## src/rtl/core/cpac_pkg.sv

```systemverilog
`default_nettype none

package cpac_pkg;

  localparam int MAX_SIZE  = 63;
  localparam int MASK_W    = MAX_SIZE - 1;
  localparam int SIZE_W    = 6;
  localparam int PART_W    = 6;
  localparam int COUNT_W   = 63;
  localparam int VALS      = 2 ** PART_W;

  typedef struct packed {
    logic [MASK_W-1:0] cut_mask;
    logic              start_new;
  } in_req_t;

  typedef struct packed {
    logic               avoids_pattern;
    logic [COUNT_W-1:0] avoid_count;
  } out_res_t;

  // one part leaving the splitter
  typedef struct packed {
    logic              valid;
    logic              last;
    logic [PART_W-1:0] value;
  } part_t;

  // verdict leaving the checker
  typedef struct packed {
    logic valid;
    logic avoids;
  } verdict_t;

  typedef enum logic [1:0] {
    S_IDLE,
    S_BUSY,
    S_HOLD
  } state_t;

endpackage

`default_nettype wire

```

## src/rtl/core/cpac_split.sv

```systemverilog
`default_nettype none

module cpac_split
  import cpac_pkg::*;
(
  input  wire logic              clk,
  input  wire logic              rst,
  input  wire logic              load,
  input  wire logic [MASK_W-1:0] mask,
  input  wire logic [SIZE_W-1:0] nbits,
  output part_t                  part
);

  logic [MASK_W-1:0] shreg;
  logic [SIZE_W-1:0] remain;
  logic [PART_W-1:0] run;
  logic              active;

  always_ff @(posedge clk) begin
    if (rst) begin
      active <= 1'b0;
    end else if (load) begin
      active <= 1'b1;
    end else if (active && (remain == '0)) begin
      active <= 1'b0;
    end
  end

  // mask shifts out LSB first, one cut bit per cycle
  always_ff @(posedge clk) begin
    if (load) begin
      shreg  <= mask;
      remain <= nbits;
      run    <= PART_W'(1);
    end else if (active && (remain != '0)) begin
      shreg  <= {1'b0, shreg[MASK_W-1:1]};
      remain <= remain - SIZE_W'(1);
      run    <= shreg[0] ? PART_W'(1) : run + PART_W'(1);
    end
  end

  always_comb begin
    part.last  = (remain == '0);
    part.valid = active && ((remain == '0) || shreg[0]);
    part.value = run;
  end

endmodule

`default_nettype wire

```

## src/rtl/core/cpac_check.sv

```systemverilog
`default_nettype none

module cpac_check
  import cpac_pkg::*;
(
  input  wire logic   clk,
  input  wire logic   rst,
  input  wire logic   clear,
  input  wire part_t  part,
  output verdict_t    verdict
);

  logic [VALS-1:0]   forbid;
  logic [VALS-1:0]   rng;
  logic [PART_W-1:0] prev;
  logic [PART_W-1:0] pend_lo;
  logic [PART_W-1:0] pend_hi;
  logic              have_prev;
  logic              pend_valid;
  logic              flagged;
  logic              hit;

  // the newest ascent only applies from two parts on, so it waits in pend
  always_comb begin
    for (int k = 0; k < VALS; k++) begin
      rng[k] = pend_valid && (PART_W'(k) > pend_lo) && (PART_W'(k) < pend_hi);
    end
    hit = forbid[part.value] ||
          (pend_valid && (part.value > pend_lo) && (part.value < pend_hi));
  end

  always_ff @(posedge clk) begin
    if (rst || clear) begin
      have_prev  <= 1'b0;
      pend_valid <= 1'b0;
      flagged    <= 1'b0;
      forbid     <= '0;
    end else if (part.valid) begin
      forbid     <= forbid | rng;
      pend_valid <= have_prev && (prev < part.value);
      have_prev  <= 1'b1;
      flagged    <= flagged | hit;
    end
  end

  always_ff @(posedge clk) begin
    if (part.valid) begin
      pend_lo <= prev;
      pend_hi <= part.value;
      prev    <= part.value;
    end
  end

  always_ff @(posedge clk) begin
    verdict.avoids <= !(flagged || hit);
    if (rst) begin
      verdict.valid <= 1'b0;
    end else begin
      verdict.valid <= part.valid && part.last && !clear;
    end
  end

endmodule

`default_nettype wire

```

## src/rtl/core/composition_pattern_avoid_counter.sv

```systemverilog
`default_nettype none

// Counts compositions of n (composition_size, 1..63; 0 acts as 1) that avoid
// the dashed pattern 13-2. Each request carries a cut mask (bit i = cut after
// cell i+1, bits at or above n-1 ignored) and start_new, which clears the
// running count before the mask is judged. The mask is shifted out one bit a
// cycle; parts are formed on the fly and checked against a 64-bit set of
// values forbidden by earlier ascents. A request's mask is scanned by the
// serial mask shift register; the checker registers its verdict, which then
// goes to the output register. A new request is taken once the result
// has moved into the output register, even while that result still waits
// to be taken; if the output register is still full when a verdict comes,
// the input stays stalled until it drains.
// composition_size may only be written while no request is in flight.
module composition_pattern_avoid_counter
  import cpac_pkg::*;
(
  input  wire logic              clk,
  input  wire logic              rst,
  input  wire logic              cfg_wen,
  input  wire logic [SIZE_W-1:0] cfg_wdata,
  input  wire logic              in_valid,
  output logic                   in_stall,
  input  wire in_req_t           in_data,
  output logic                   out_valid,
  input  wire logic              out_stall,
  output out_res_t               out_data
);

  state_t             state, state_next;
  logic [SIZE_W-1:0]  comp_size;
  logic [SIZE_W-1:0]  nbits;
  logic [COUNT_W-1:0] count;
  logic               start_flag;
  logic               held_ok;
  logic               accept;
  logic               out_free;
  logic               load_out;
  logic               take_verdict;
  part_t              part;
  verdict_t           verdict;

  // composition size register
  always_ff @(posedge clk) begin
    if (rst) begin
      comp_size <= SIZE_W'(1);
    end else if (cfg_wen) begin
      comp_size <= cfg_wdata;
    end
  end

  // number of cut bits to scan: n-1, with size zero treated as one
  assign nbits = (comp_size == '0) ? '0 : comp_size - SIZE_W'(1);

  assign in_stall = (state != S_IDLE);
  assign accept   = in_valid && !in_stall;
  assign out_free = !out_valid || !out_stall;

  always_ff @(posedge clk) begin
    if (accept) begin
      start_flag <= in_data.start_new;
    end
  end

  cpac_split u_split (
    .clk   (clk),
    .rst   (rst),
    .load  (accept),
    .mask  (in_data.cut_mask),
    .nbits (nbits),
    .part  (part)
  );

  cpac_check u_check (
    .clk     (clk),
    .rst     (rst),
    .clear   (accept),
    .part    (part),
    .verdict (verdict)
  );

  // sequencer: BUSY while scanning, HOLD when the verdict is in but the
  // output register is still occupied
  always_ff @(posedge clk) begin
    if (rst) begin
      state <= S_IDLE;
    end else begin
      state <= state_next;
    end
  end

  always_comb begin
    state_next   = state;
    take_verdict = 1'b0;
    load_out     = 1'b0;
    unique case (state)
      S_IDLE: begin
        if (accept) state_next = S_BUSY;
      end
      S_BUSY: begin
        if (verdict.valid) begin
          take_verdict = 1'b1;
          if (out_free) begin
            load_out   = 1'b1;
            state_next = S_IDLE;
          end else begin
            state_next = S_HOLD;
          end
        end
      end
      S_HOLD: begin
        if (out_free) begin
          load_out   = 1'b1;
          state_next = S_IDLE;
        end
      end
      default: state_next = S_IDLE;
    endcase
  end

  // running count, updated when the verdict arrives
  always_ff @(posedge clk) begin
    if (rst) begin
      count <= '0;
    end else if (take_verdict) begin
      count <= (start_flag ? '0 : count) + COUNT_W'(verdict.avoids);
    end
  end

  always_ff @(posedge clk) begin
    if (take_verdict) begin
      held_ok <= verdict.avoids;
    end
  end

  // output register; in BUSY the fresh values are used directly
  always_ff @(posedge clk) begin
    if (rst) begin
      out_valid <= 1'b0;
    end else if (load_out) begin
      out_valid <= 1'b1;
    end else if (!out_stall) begin
      out_valid <= 1'b0;
    end
  end

  always_ff @(posedge clk) begin
    if (load_out) begin
      if (state == S_BUSY) begin
        out_data.avoids_pattern <= verdict.avoids;
        out_data.avoid_count    <= (start_flag ? '0 : count) + COUNT_W'(verdict.avoids);
      end else begin
        out_data.avoids_pattern <= held_ok;
        out_data.avoid_count    <= count;
      end
    end
  end

`ifndef SYNTHESIS
  a_verdict_busy: assert property (@(posedge clk) disable iff (rst)
    verdict.valid |-> (state == S_BUSY))
    else $error("verdict outside scan");

  a_part_busy: assert property (@(posedge clk) disable iff (rst)
    part.valid |-> (state == S_BUSY))
    else $error("part emitted while not scanning");

  a_load_free: assert property (@(posedge clk) disable iff (rst)
    load_out |-> out_free)
    else $error("result overwrote a pending output");

  a_hold_count: assert property (@(posedge clk) disable iff (rst)
    (state == S_HOLD) |=> $stable(count))
    else $error("count moved while result held");
`endif

endmodule

`default_nettype wire
```

## config.mk

```make
export PLATFORM = sky130hd
export DESIGN_NAME = composition_pattern_avoid_counter
export DESIGN_NICKNAME = d
export VERILOG_FILES = /design/src/rtl/core/cpac_pkg.sv /design/src/rtl/core/cpac_split.sv /design/src/rtl/core/cpac_check.sv /design/src/rtl/core/composition_pattern_avoid_counter.sv
export SDC_FILE = /design/constraint.sdc
export NUM_CORES = 1
export LEC_CHECK = 0
export BUFFER_PORTS_ARGS = -buffer_cell sky130_fd_sc_hd__buf_2
export CAP_MARGIN = 10
export CORE_MARGIN = 2
export CORE_UTILIZATION = 54
export DETAILED_ROUTE_END_ITERATION = 12
export PLACE_DENSITY_LB_ADDON = 0.25
export REMOVE_ABC_BUFFERS = 1
export SKIP_LAST_GASP = 1
export SLEW_MARGIN = 20
export SYNTH_ARGS = -nofsm -noshare
export SYNTH_HDL_FRONTEND = slang
export SYNTH_SLANG_ARGS = --single-unit
```

## constraint.sdc

```tcl
create_clock -name clk -period 4.56 [get_ports clk]
set_clock_uncertainty 0.1 [all_clocks]
set_input_delay 0.456 -clock clk [delete_from_list [all_inputs] [get_ports clk]]
set_output_delay 0.456 -clock clk [all_outputs]
set_load 0.01 [all_outputs]
```

; Word-level counts from Yosys, hierarchy flattened
; Index checks and enable logic that the tools add are counted.
[classes]
add_sub_neg = 4
n_eq_ne = 6
magnitude_cmp = 132
bitwise_logic = 2
muxes = 24
n_reduce_logical = 155
[ops]
columns = operator, n
row1 = "6-bit > comparator, first input constant", 32
row2 = "6-bit less-than comparator, first input constant", 32
row3 = 1-bit logical AND, 137
row4 = 62-bit two-way mux, 2
row5 = "5-bit by 6-bit > comparator with 1-bit output, first input constant", 16
row6 = "5-bit by 6-bit less-than comparator with 1-bit output, first input constant", 16
row7 = 64-bit two-way mux, 1
row8 = 64-bit OR, 1
row9 = 63-bit by 1-bit adder with 63-bit output, 1
row10 = 63-bit two-way mux, 1
row11 = "4-bit by 6-bit > comparator with 1-bit output, first input constant", 8
row12 = "4-bit by 6-bit less-than comparator with 1-bit output, first input constant", 8
row13 = "3-bit by 6-bit > comparator with 1-bit output, first input constant", 4
row14 = "3-bit by 6-bit less-than comparator with 1-bit output, first input constant", 4
row15 = 6-bit two-way mux, 4
row16 = "1-bit by 6-bit > comparator with 1-bit output, first input constant", 2
row17 = "2-bit by 6-bit > comparator with 1-bit output, first input constant", 2
row18 = 6-bit zero test, 2
row19 = "1-bit by 6-bit less-than comparator with 1-bit output, first input constant", 2
row20 = "2-bit by 6-bit less-than comparator with 1-bit output, first input constant", 2
row21 = 6-bit less-than comparator, 2
row22 = "6-bit by 1-bit subtractor with 6-bit output, second input constant", 2
row23 = 1-bit two-way mux, 9
row24 = 2-bit two-way mux, 4
row25 = 17 further kinds, 29
[totals]
in_bits = 74
ff_bits = 294
output_inout_bits = 66
elab_cells = 343

; Longest topological paths before layout
; Gate-level depths: netlist of run 1.
[logic_depth]
ltp_word = 6
ltp_mapped = 15
mapped_depth_nobuf = 9

; Cells and area by module
; From an unflattened synthesis of run 1, not the netlist that was laid out.
[unflattened]
hier_cells = 1738
area_unflattened_um2 = 16035.4
[modules_own_cells]
columns = mod, area_each_um2, seq_area_each_um2, n_inst, cells_per_inst
row1 = composition_pattern_avoid_counter, 8345.5, 3423.3, 1, 1013
row2 = cpac_check, 4337.9, 1721.7, 1, 519
row3 = cpac_split, 3352.0, 2182.1, 1, 206

; Least setup slack after synthesis of run 1
; OpenSTA, ideal clock, no wires.
[synth_timing]
kind = reg2reg
startpoint = register state[1]
endpoint = register out_data[0] in the netlist's numbering (enable)
path_slack_ns = -0.487
setup_ns = 0.507
arrival_time_ns = 4.440
t_required_ns = 3.953
stages_incl_launch_ff = 9
period_less_slack_ns = 5.047
path_buffers = 2
cell_sequence = dfxtp_1 -> inv_1 -> ha_1 -> clkbuf_1 -> nand2_1 -> clkinv_1 -> clkbuf_1 -> o21ai_0 -> a21oi_1
[synth_via]
elab_chain_len = 2
word_cells_on_any_way = 3
classes_between = eq/ne (2) / mux (1)
[synth_rtl]
columns = element, line
row1 = from (decl), composition_pattern_avoid_counter.sv:30  ; state_t state, state_next;
row2 = from (signal assigned), composition_pattern_avoid_counter.sv:88  ; state <= state_next;
row3 = 2-bit equality test or 2-bit by 1-bit equality test with 1-bit output (tied branches), composition_pattern_avoid_counter.sv:96  ; unique case (state)
row4 = 1-bit case mux with 2 select lines (*), composition_pattern_avoid_counter.sv:96
row5 = named net load_out, composition_pattern_avoid_counter.sv:38  ; logic load_out;
row6 = to (decl), composition_pattern_avoid_counter.sv:27  ; output out_res_t out_data
; The timed path passes the listed nets; every way through them passes the cells marked *.
; A chain may end at the register's enable or synchronous reset.

; Worst setup path after layout of run 1
[layout_timing]
startpoint = register start_flag
endpoint = register out_data[50] in the netlist's numbering, data pin
[layout_via]
elab_chain_len = 3
[layout_rtl]
columns = element, line
row1 = from (decl), composition_pattern_avoid_counter.sv:34  ; logic start_flag;
row2 = from (signal assigned), composition_pattern_avoid_counter.sv:61  ; start_flag <= in_data.start_new;
row3 = 63-bit two-way mux, composition_pattern_avoid_counter.sv:151  ; out_data.avoid_count <= (start_flag ? '0 : count) + COUNT_W'(verdict.avoids);
row4 = 63-bit by 1-bit adder with 63-bit output, composition_pattern_avoid_counter.sv:151
row5 = 64-bit two-way mux, composition_pattern_avoid_counter.sv:149  ; if (state == S_BUSY) begin
; No other way between the ends.

==> results of run 1 <==
[synth_stat cells, types with 11 or more instances]
library cell  number
a21oi_1          129
a22oi_1           14
a31oi_1           56
a41oi_1           14
and3_1            21
buf_1             11
buf_2             12
clkbuf_1         103
dfxtp_1          147
edfxtp_1         146
ha_1              20
inv_1             28
mux2i_1           23
mux4_2            11
nand2_1          324
nand3_1           47
nand4_1           21
nor2_1           161
nor3_1            31
nor4_1            17
o211ai_1          12
o21a_1            20
o21ai_0          127
o31ai_1           28
or3_1             18
[sequential cells by signal, indices dropped and copies added, names as in the netlist, 2 cells and up]
signal,count
state,2
u_split.run,6
u_split.remain,6
count,63
u_check.forbid,63
comp_size,6
u_split.shreg,62
out_data,64
u_check.verdict,2
u_check.prev,6
u_check.pend_lo,6
[kinds of logic (layout without fill, tap and decap cells)]
logic type | count (synthesis) | count (layout) | share of synthesized area, %
buffers and inverters | 161 | 261 | 4.17
xor gates and xnor gates | 6 | 6 | 0.349
and+or+nand+nor | 721 | 721 | 22.3
DFF | 293 | 293 | 48.7
AOI/OAI and AO/OA | 472 | 472 | 19.4
muxes | 38 | 38 | 3.48
adders and majority gates | 20 | 20 | 1.66
[power groups by stage]
stage          clock network [mW]  registers, mW  logic [mW]
6_report                     2.70           3.02       0.577
5_1_grt                      2.86           3.03       0.644
4_1_cts                      2.74           3.02       0.572
3_5_place_dp                    0           3.07       0.564
3_3_place_gp                    0           3.07       0.555
2_1_floorplan                   0           3.06       0.347
[worst register-to-register path, stage by stage, from the launching register on]
cell and delay (ns):
edfxtp_1 0.48, nor2b_1 0.15, ha_1 0.21, ha_1 0.32, nand4_2 0.24, or4_4 0.49
nor4_4 0.90, nand4_1 0.29, mux2i_1 0.23, o2bb2ai_1 0.09
[cell type report]
type | count | area, um2
fillers | 2439 | 10600
flip-flops and latches | 293 | 7330
multi-input cells | 1257 | 7130
clock buffers | 43 | 926
repair buffers | 167 | 906
well taps | 378 | 473
clock inverters | 18 | 184
inverters | 33 | 124
[how the worst min path moves through the flow]
stage,endpoint,cells past startpoint
after global placement,u_check.forbid[62]$_SDFFE_PP0N_,2
final,comp_size[0]$_SDFFE_PP1P_,3
after detailed placement,held_ok$_DFFE_PP_,0
after CTS,comp_size[0]$_SDFFE_PP1P_,3
after floorplan,u_check.forbid[57]$_SDFFE_PP0N_,2
after global routing,start_flag$_DFFE_PP_,1
[stage by stage]
stage	utilization, %	worst slack [ns]	setup TNS [ns]	hold slack [ns]
5_1_grt	61.8	0.567	0	0.0484
2_1_floorplan	-	-2.02	-128.98	0.320
4_1_cts	61.7	0.819	0	0.0439
6_report	61.8	0.804	0	0.0532
3_5_place_dp	57.7	0.847	0	0.352
3_3_place_gp	57.7	0.928	0	0.336
[metal layers]
metal | global-route usage (%) | wire (um) | vias to the layer above
li1 | - | - | 6423
met1 | 37.0 | 17000 | 6332
met2 | 46.7 | 20100 | 612
met3 | 4.53 | 3020 | 117
met4 | 11.9 | 1690 | 0
met5 | 0 | 0 | -
==> run metrics, run 1 <==
result of the run finished clean; relative area change from synthesis to final layout 13.5%; sum of buffers and inverters on the critical path 0; worst r2r path cells 9; detailed router's first-iteration violation count 1497; fraction of the yosys area taken by sequential cells 48.7%; Worst EP arrival approximately 3.9 ns; combinational share of power under 10%; DRC violations left 0; commonest cells after routing, fill and taps aside 321 x nand2_1, 161 x nor2_1, 147 x dfxtp_1, 146 x edfxtp_1, 139 x buf_2; number of global-route vias before repair around 12000; number of synthesis warnings 0; root cell of the clock tree clkbuf_16; antenna fix cells 0; category of cells accounting for the largest share of critical-path delay simple AND/OR/NAND/NOR gates; total internal power 4.73 mW; post-synthesis async set-or-reset flop share 0%; proportion of layout cells with a drive suffix above 1 14.4%; synthesized area 0.0150 mm2; clock tree from TritonCTS done; sw power 1.57 mW; final non-filler cell area between 0.015 and 0.02 mm2; flop-to-flop setup slack 0.80 ns; highest-delay cell along the critical path nor4_4; critical path, cell by cell nor2b_1 > ha_1 > ha_1 > nand4_2 > or4_4 > nor4_4 > nand4_1 > mux2i_1 > o2bb2ai_1; Peak Freq 266 MHz; count of antenna-violating nets left after detailed routing 0; Critical Path Max Stage Delay 0.90 ns; stages on the worst setup path 9; placeable core area ~0.028 mm2; headroom to the max-slew limit about a quarter; largest net degree at the start of global routing 72; power density over the cells 369 mW/mm2; commonest non-fill, non-tap cell in the layout nand2_1; launching element type of the critical path flip-flop; final cycle utilization of the critical path 82.4%; Site Rows between 60 and 70; worst skew pair latency 0.52 ns; HPWL Detailed roughly 28000 um; number of hold violations in the final report 0; synthesized flop and latch total roughly 290; global-route wire length before repair 65800 um; Post-CTS Hold Fix Bufs 0; die width 171 um; total congestion overflow after global routing 0; worst-margin pin slew between 1 and 1.5 ns; overall die area 0.0292 mm2; number of buffers inserted during clock tree synthesis 34; setup repair after global routing missed its margin false; endpoint class of the critical path flip-flop; peak fanout along the critical path 19; timing startpoint of the critical path start_flag$_DFFE_PP_; worst setup path endpoint out_data[50]$_DFFE_PP_; initial antenna violation count 1; category of the most critical setup path flip-flop to flip-flop; RD Place Congestion 0.968; EDFF count, synth 146; number of cells in the design after placement 2128; number of ports placed on the die boundary 140; FF-to-FF End out_data[50]$_DFFE_PP_; share of the synthesized area in the top cell type 29.1%; area of placed instances roughly 0.016 mm2; level count of the clock H-tree 2; gr usage total 28.2%; Unique masters post-synth 74; most used flip-flop cell after synthesis dfxtp_1; Hold Startpoint cfg_wdata[0]; vias after detailed routing 13500; clock transition time at the flip-flop clock pins of the worst setup and hold paths 0.06 ns; Pins Over Slew Limit 0; # nets final between 1500 and 2000; final non-filler cell total 2189; clk buf depth 3; starting utilization of the core area 54.5%; class of the most critical hold timing path primary input to flip-flop; Clock Power Share 42.9%; endpoints failing setup 0; Routed wire per std cell 19.1 um; overall power consumption 6.30 mW; power share of the sequential group 48.0%; Post-Syn Area per Cell 8.79 um2; sink count of the clock tree between 200 and 300; final critical path time including I/O delays and setup ~3.8 ns; most area-hungry cell type in the Yosys netlist edfxtp_1; beginning of the worst register-to-register path start_flag$_DFFE_PP_; maximum ir drop on the vdd rail 354 uV; Sw Share 25.0%; total of buffers placed on input and output ports 139; count of instances resized after the clock tree is built 0; number of violations of the max-capacitance limit 0; leakage power of the design approximately 6.3 nW; Die Span Y 171 um; router iterations before antenna repair 6; critical path required time about 4.7 ns; Via-to-Cell Ratio 6.16; detailed-route wire length 41800 um; leading cell types by total area after synthesis edfxtp_1 29%, dfxtp_1 20%, nand2_1 8.1%, a21oi_1 4.3%, o21ai_0 4.2%; cell repeated most along the worst path ha_1; postcts setup bufs 0; post-synthesis instance total 1711
Note: power is estimated with default switching activity, not from simulation.
==> inputs of run 2 (changes only) <==
clock period = 3.4 ns   (was 4.56 ns; I/O delays follow)
==> run 2 against run 1 <==
Compared with the run above:
- worst setup slack lost 0.55 ns
- largest power group unchanged
- clock power grew 26%
- largest cell class unchanged
- combinational power grew 58%
==> run metrics, run 2 (synthesis gave the netlist of run 1 again) <==
result of the run finished clean; overall power consumption 8.34 mW (+32%); number of buffers inserted during clock tree synthesis 34 (unchanged); Worst EP arrival 3.31 ns (-0.60 ns); Die Span Y 171 um (unchanged); proportion of layout cells with a drive suffix above 1 14.9% (+0.51 points); sw power 2.12 mW (+35%); Filler cells 2259 (-7.4%); launching element type of the critical path flip-flop; Pins Over Slew Limit 0 (unchanged); relative area change from synthesis to final layout 19.2%; max reg flops 64 (unchanged); Setup WS pre-CTS 0.274 ns (-0.573 ns); final non-filler cell area 0.0179 mm2 (+5.1%); placeable core area 0.0276 mm2 (unchanged); initial antenna violation count 2 (+1); endpoint class of the critical path flip-flop; maximum ir drop on the vdd rail 388 uV (+9.8%); level count of the clock H-tree 2 (unchanged); worst r2r path cells 10 (+1); global-route wire length before repair 70300 um (+6.9%); Sw Share 25.4% (+0.40 points); worst skew pair latency 0.52 ns (about the same); critical path required time 3.56 ns (-1.16 ns); register name with the most flops out_data; number of hold violations in the final report 0 (unchanged); root cell of the clock tree clkbuf_16; number of violations of the max-capacitance limit 0 (unchanged); total of buffers placed on input and output ports 139 (unchanged); clk buf depth 3 (unchanged); Via-to-Cell Ratio 6.14 (-0.31%); Site Rows 61 (unchanged); number of ports placed on the die boundary 140 (unchanged); sink count of the clock tree 293 (unchanged); DRC violations left 0 (unchanged); combinational share of power 11.0% (+1.8 points); RD Place Congestion 0.948 (-2.1%); gr usage total 30.2% (+1.9 points); commonest cells after routing, fill and taps aside 321 x nand2_1, 161 x nor2_1, 147 x dfxtp_1, 146 x edfxtp_1, 139 x buf_2; total internal power 6.22 mW (+32%); final critical path time including I/O delays and setup 3.15 ns (-0.610 ns); Post-CTS Hold Fix Bufs 68 (+68); final cycle utilization of the critical path 92.5% (+10 points); class of the most critical hold timing path primary input to flip-flop; setup repair after global routing missed its margin false; count of antenna-violating nets left after detailed routing 0 (unchanged); HPWL Detailed 28600 um (+3.5%); number of global-route vias before repair 13300 (+6.3%); Largest regs out_data (64), count (63), u_check.forbid (63); postcts setup bufs 0 (unchanged); # nets final 1978 (+5.2%); Routed wire per std cell 19.3 um (+1.3%); worst-margin pin slew 0.971 ns (-0.152 ns); detailed router's first-iteration violation count 1532 (+2.3%); vias after detailed routing 14100 (+4.3%); min setup slack post-route 0.255 ns (-0.550 ns); starting utilization of the core area 54.5% (unchanged); router iterations before antenna repair 5 (-1); overall die area 0.0292 mm2 (unchanged); Clock Power Share 40.8% (-2.1 points); total congestion overflow after global routing 0 (unchanged); area of placed instances 0.0162 mm2 (+1.7%); commonest non-fill, non-tap cell in the layout nand2_1; endpoints failing setup 0 (unchanged); clock transition time at the flip-flop clock pins of the worst setup and hold paths 0.06 ns (about the same); power density over the cells 465 mW/mm2 (+26%); worst hold slack across all endpoints 0.0201 ns (-0.0331 ns); largest net degree at the start of global routing 72 (unchanged); final non-filler cell total 2290 (+4.6%); power share of the sequential group 48.2% (+0.2 points); die width 171 um (unchanged); leakage power of the design 6.68 nW (+6.7%); category of the most critical setup path flip-flop to flip-flop; peak fanout along the critical path 49 (+30); Peak Freq 318 MHz (+19%); clock tree from TritonCTS done; number of cells in the design after placement 2158 (+1.4%); detailed-route wire length 44300 um (+5.9%); count of instances resized after the clock tree is built 0 (unchanged); depth of the worst hold-timing path 2 (-1); headroom to the max-slew limit 35.1% (+10 points)
==> run 2: path summary, 6_finish.rpt <==
kind	start	endpoint	slack (ns)
worst max-delay path	start_flag$_DFFE_PP_	out_data[50]$_DFFE_PP_	0.25
worst min-delay path	rst	comp_size[3]$_SDFFE_PP0P_	0.02
worst max register to register	start_flag$_DFFE_PP_	out_data[50]$_DFFE_PP_	0.25
worst min register to register	u_check.forbid[57]$_SDFFE_PP0N_	u_check.forbid[57]$_SDFFE_PP0N_	0.36
==> run 2: power groups by stage <==
| stage | combinational, mW | clock [mW] | sequential (mW) |
|---|---|---|---|
| 5_1_grt | 1.00 | 3.61 | 4.04 |
| 4_1_cts | 0.885 | 3.46 | 4.02 |
| 3_5_place_dp | 0.819 | 0 | 4.09 |
| 6_report | 0.914 | 3.41 | 4.02 |
| 2_1_floorplan | 0.466 | 0 | 4.11 |
| 3_3_place_gp | 0.808 | 0 | 4.08 |
==> run 2: critical path, cell delays in order (launching register included) <==
cell       delay [ns]
edfxtp_1         0.42
buf_12           0.21
nor2b_1          0.20
ha_1             0.22
nand4_2          0.22
or4_4            0.50
nor4_4           0.25
buf_4            0.28
nand4_1          0.20
mux2i_1          0.19
o2bb2ai_1        0.09
==> run 2: final cells by class <==
cell class                 instances  area, um2  area share [%]
sequential                       293       7330            40.9
multi-input combinational       1257       7110            39.6
timing repair buffer             265       1860            10.4
clock buffer                      51        966            5.39
tap                              378        473            2.64
inverter                          33        124           0.691
clock inverter                    11       68.8           0.384
antenna                            2       5.00          0.0279
==> run 2: through the flow <==
stage                     util (%)  setup TNS [ns]
after floorplan                  -         -305.78
after global placement        58.7               0
after detailed placement      58.7               0
after CTS                     64.9               0
after global routing          64.9               0
final                         64.9               0
==> run 2: per-layer routing <==
layer	wire, um	GRT usage [%]
met5	15	0
met4	2000	14.1
met3	3210	4.51
met2	21400	50.9
met1	17700	38.3
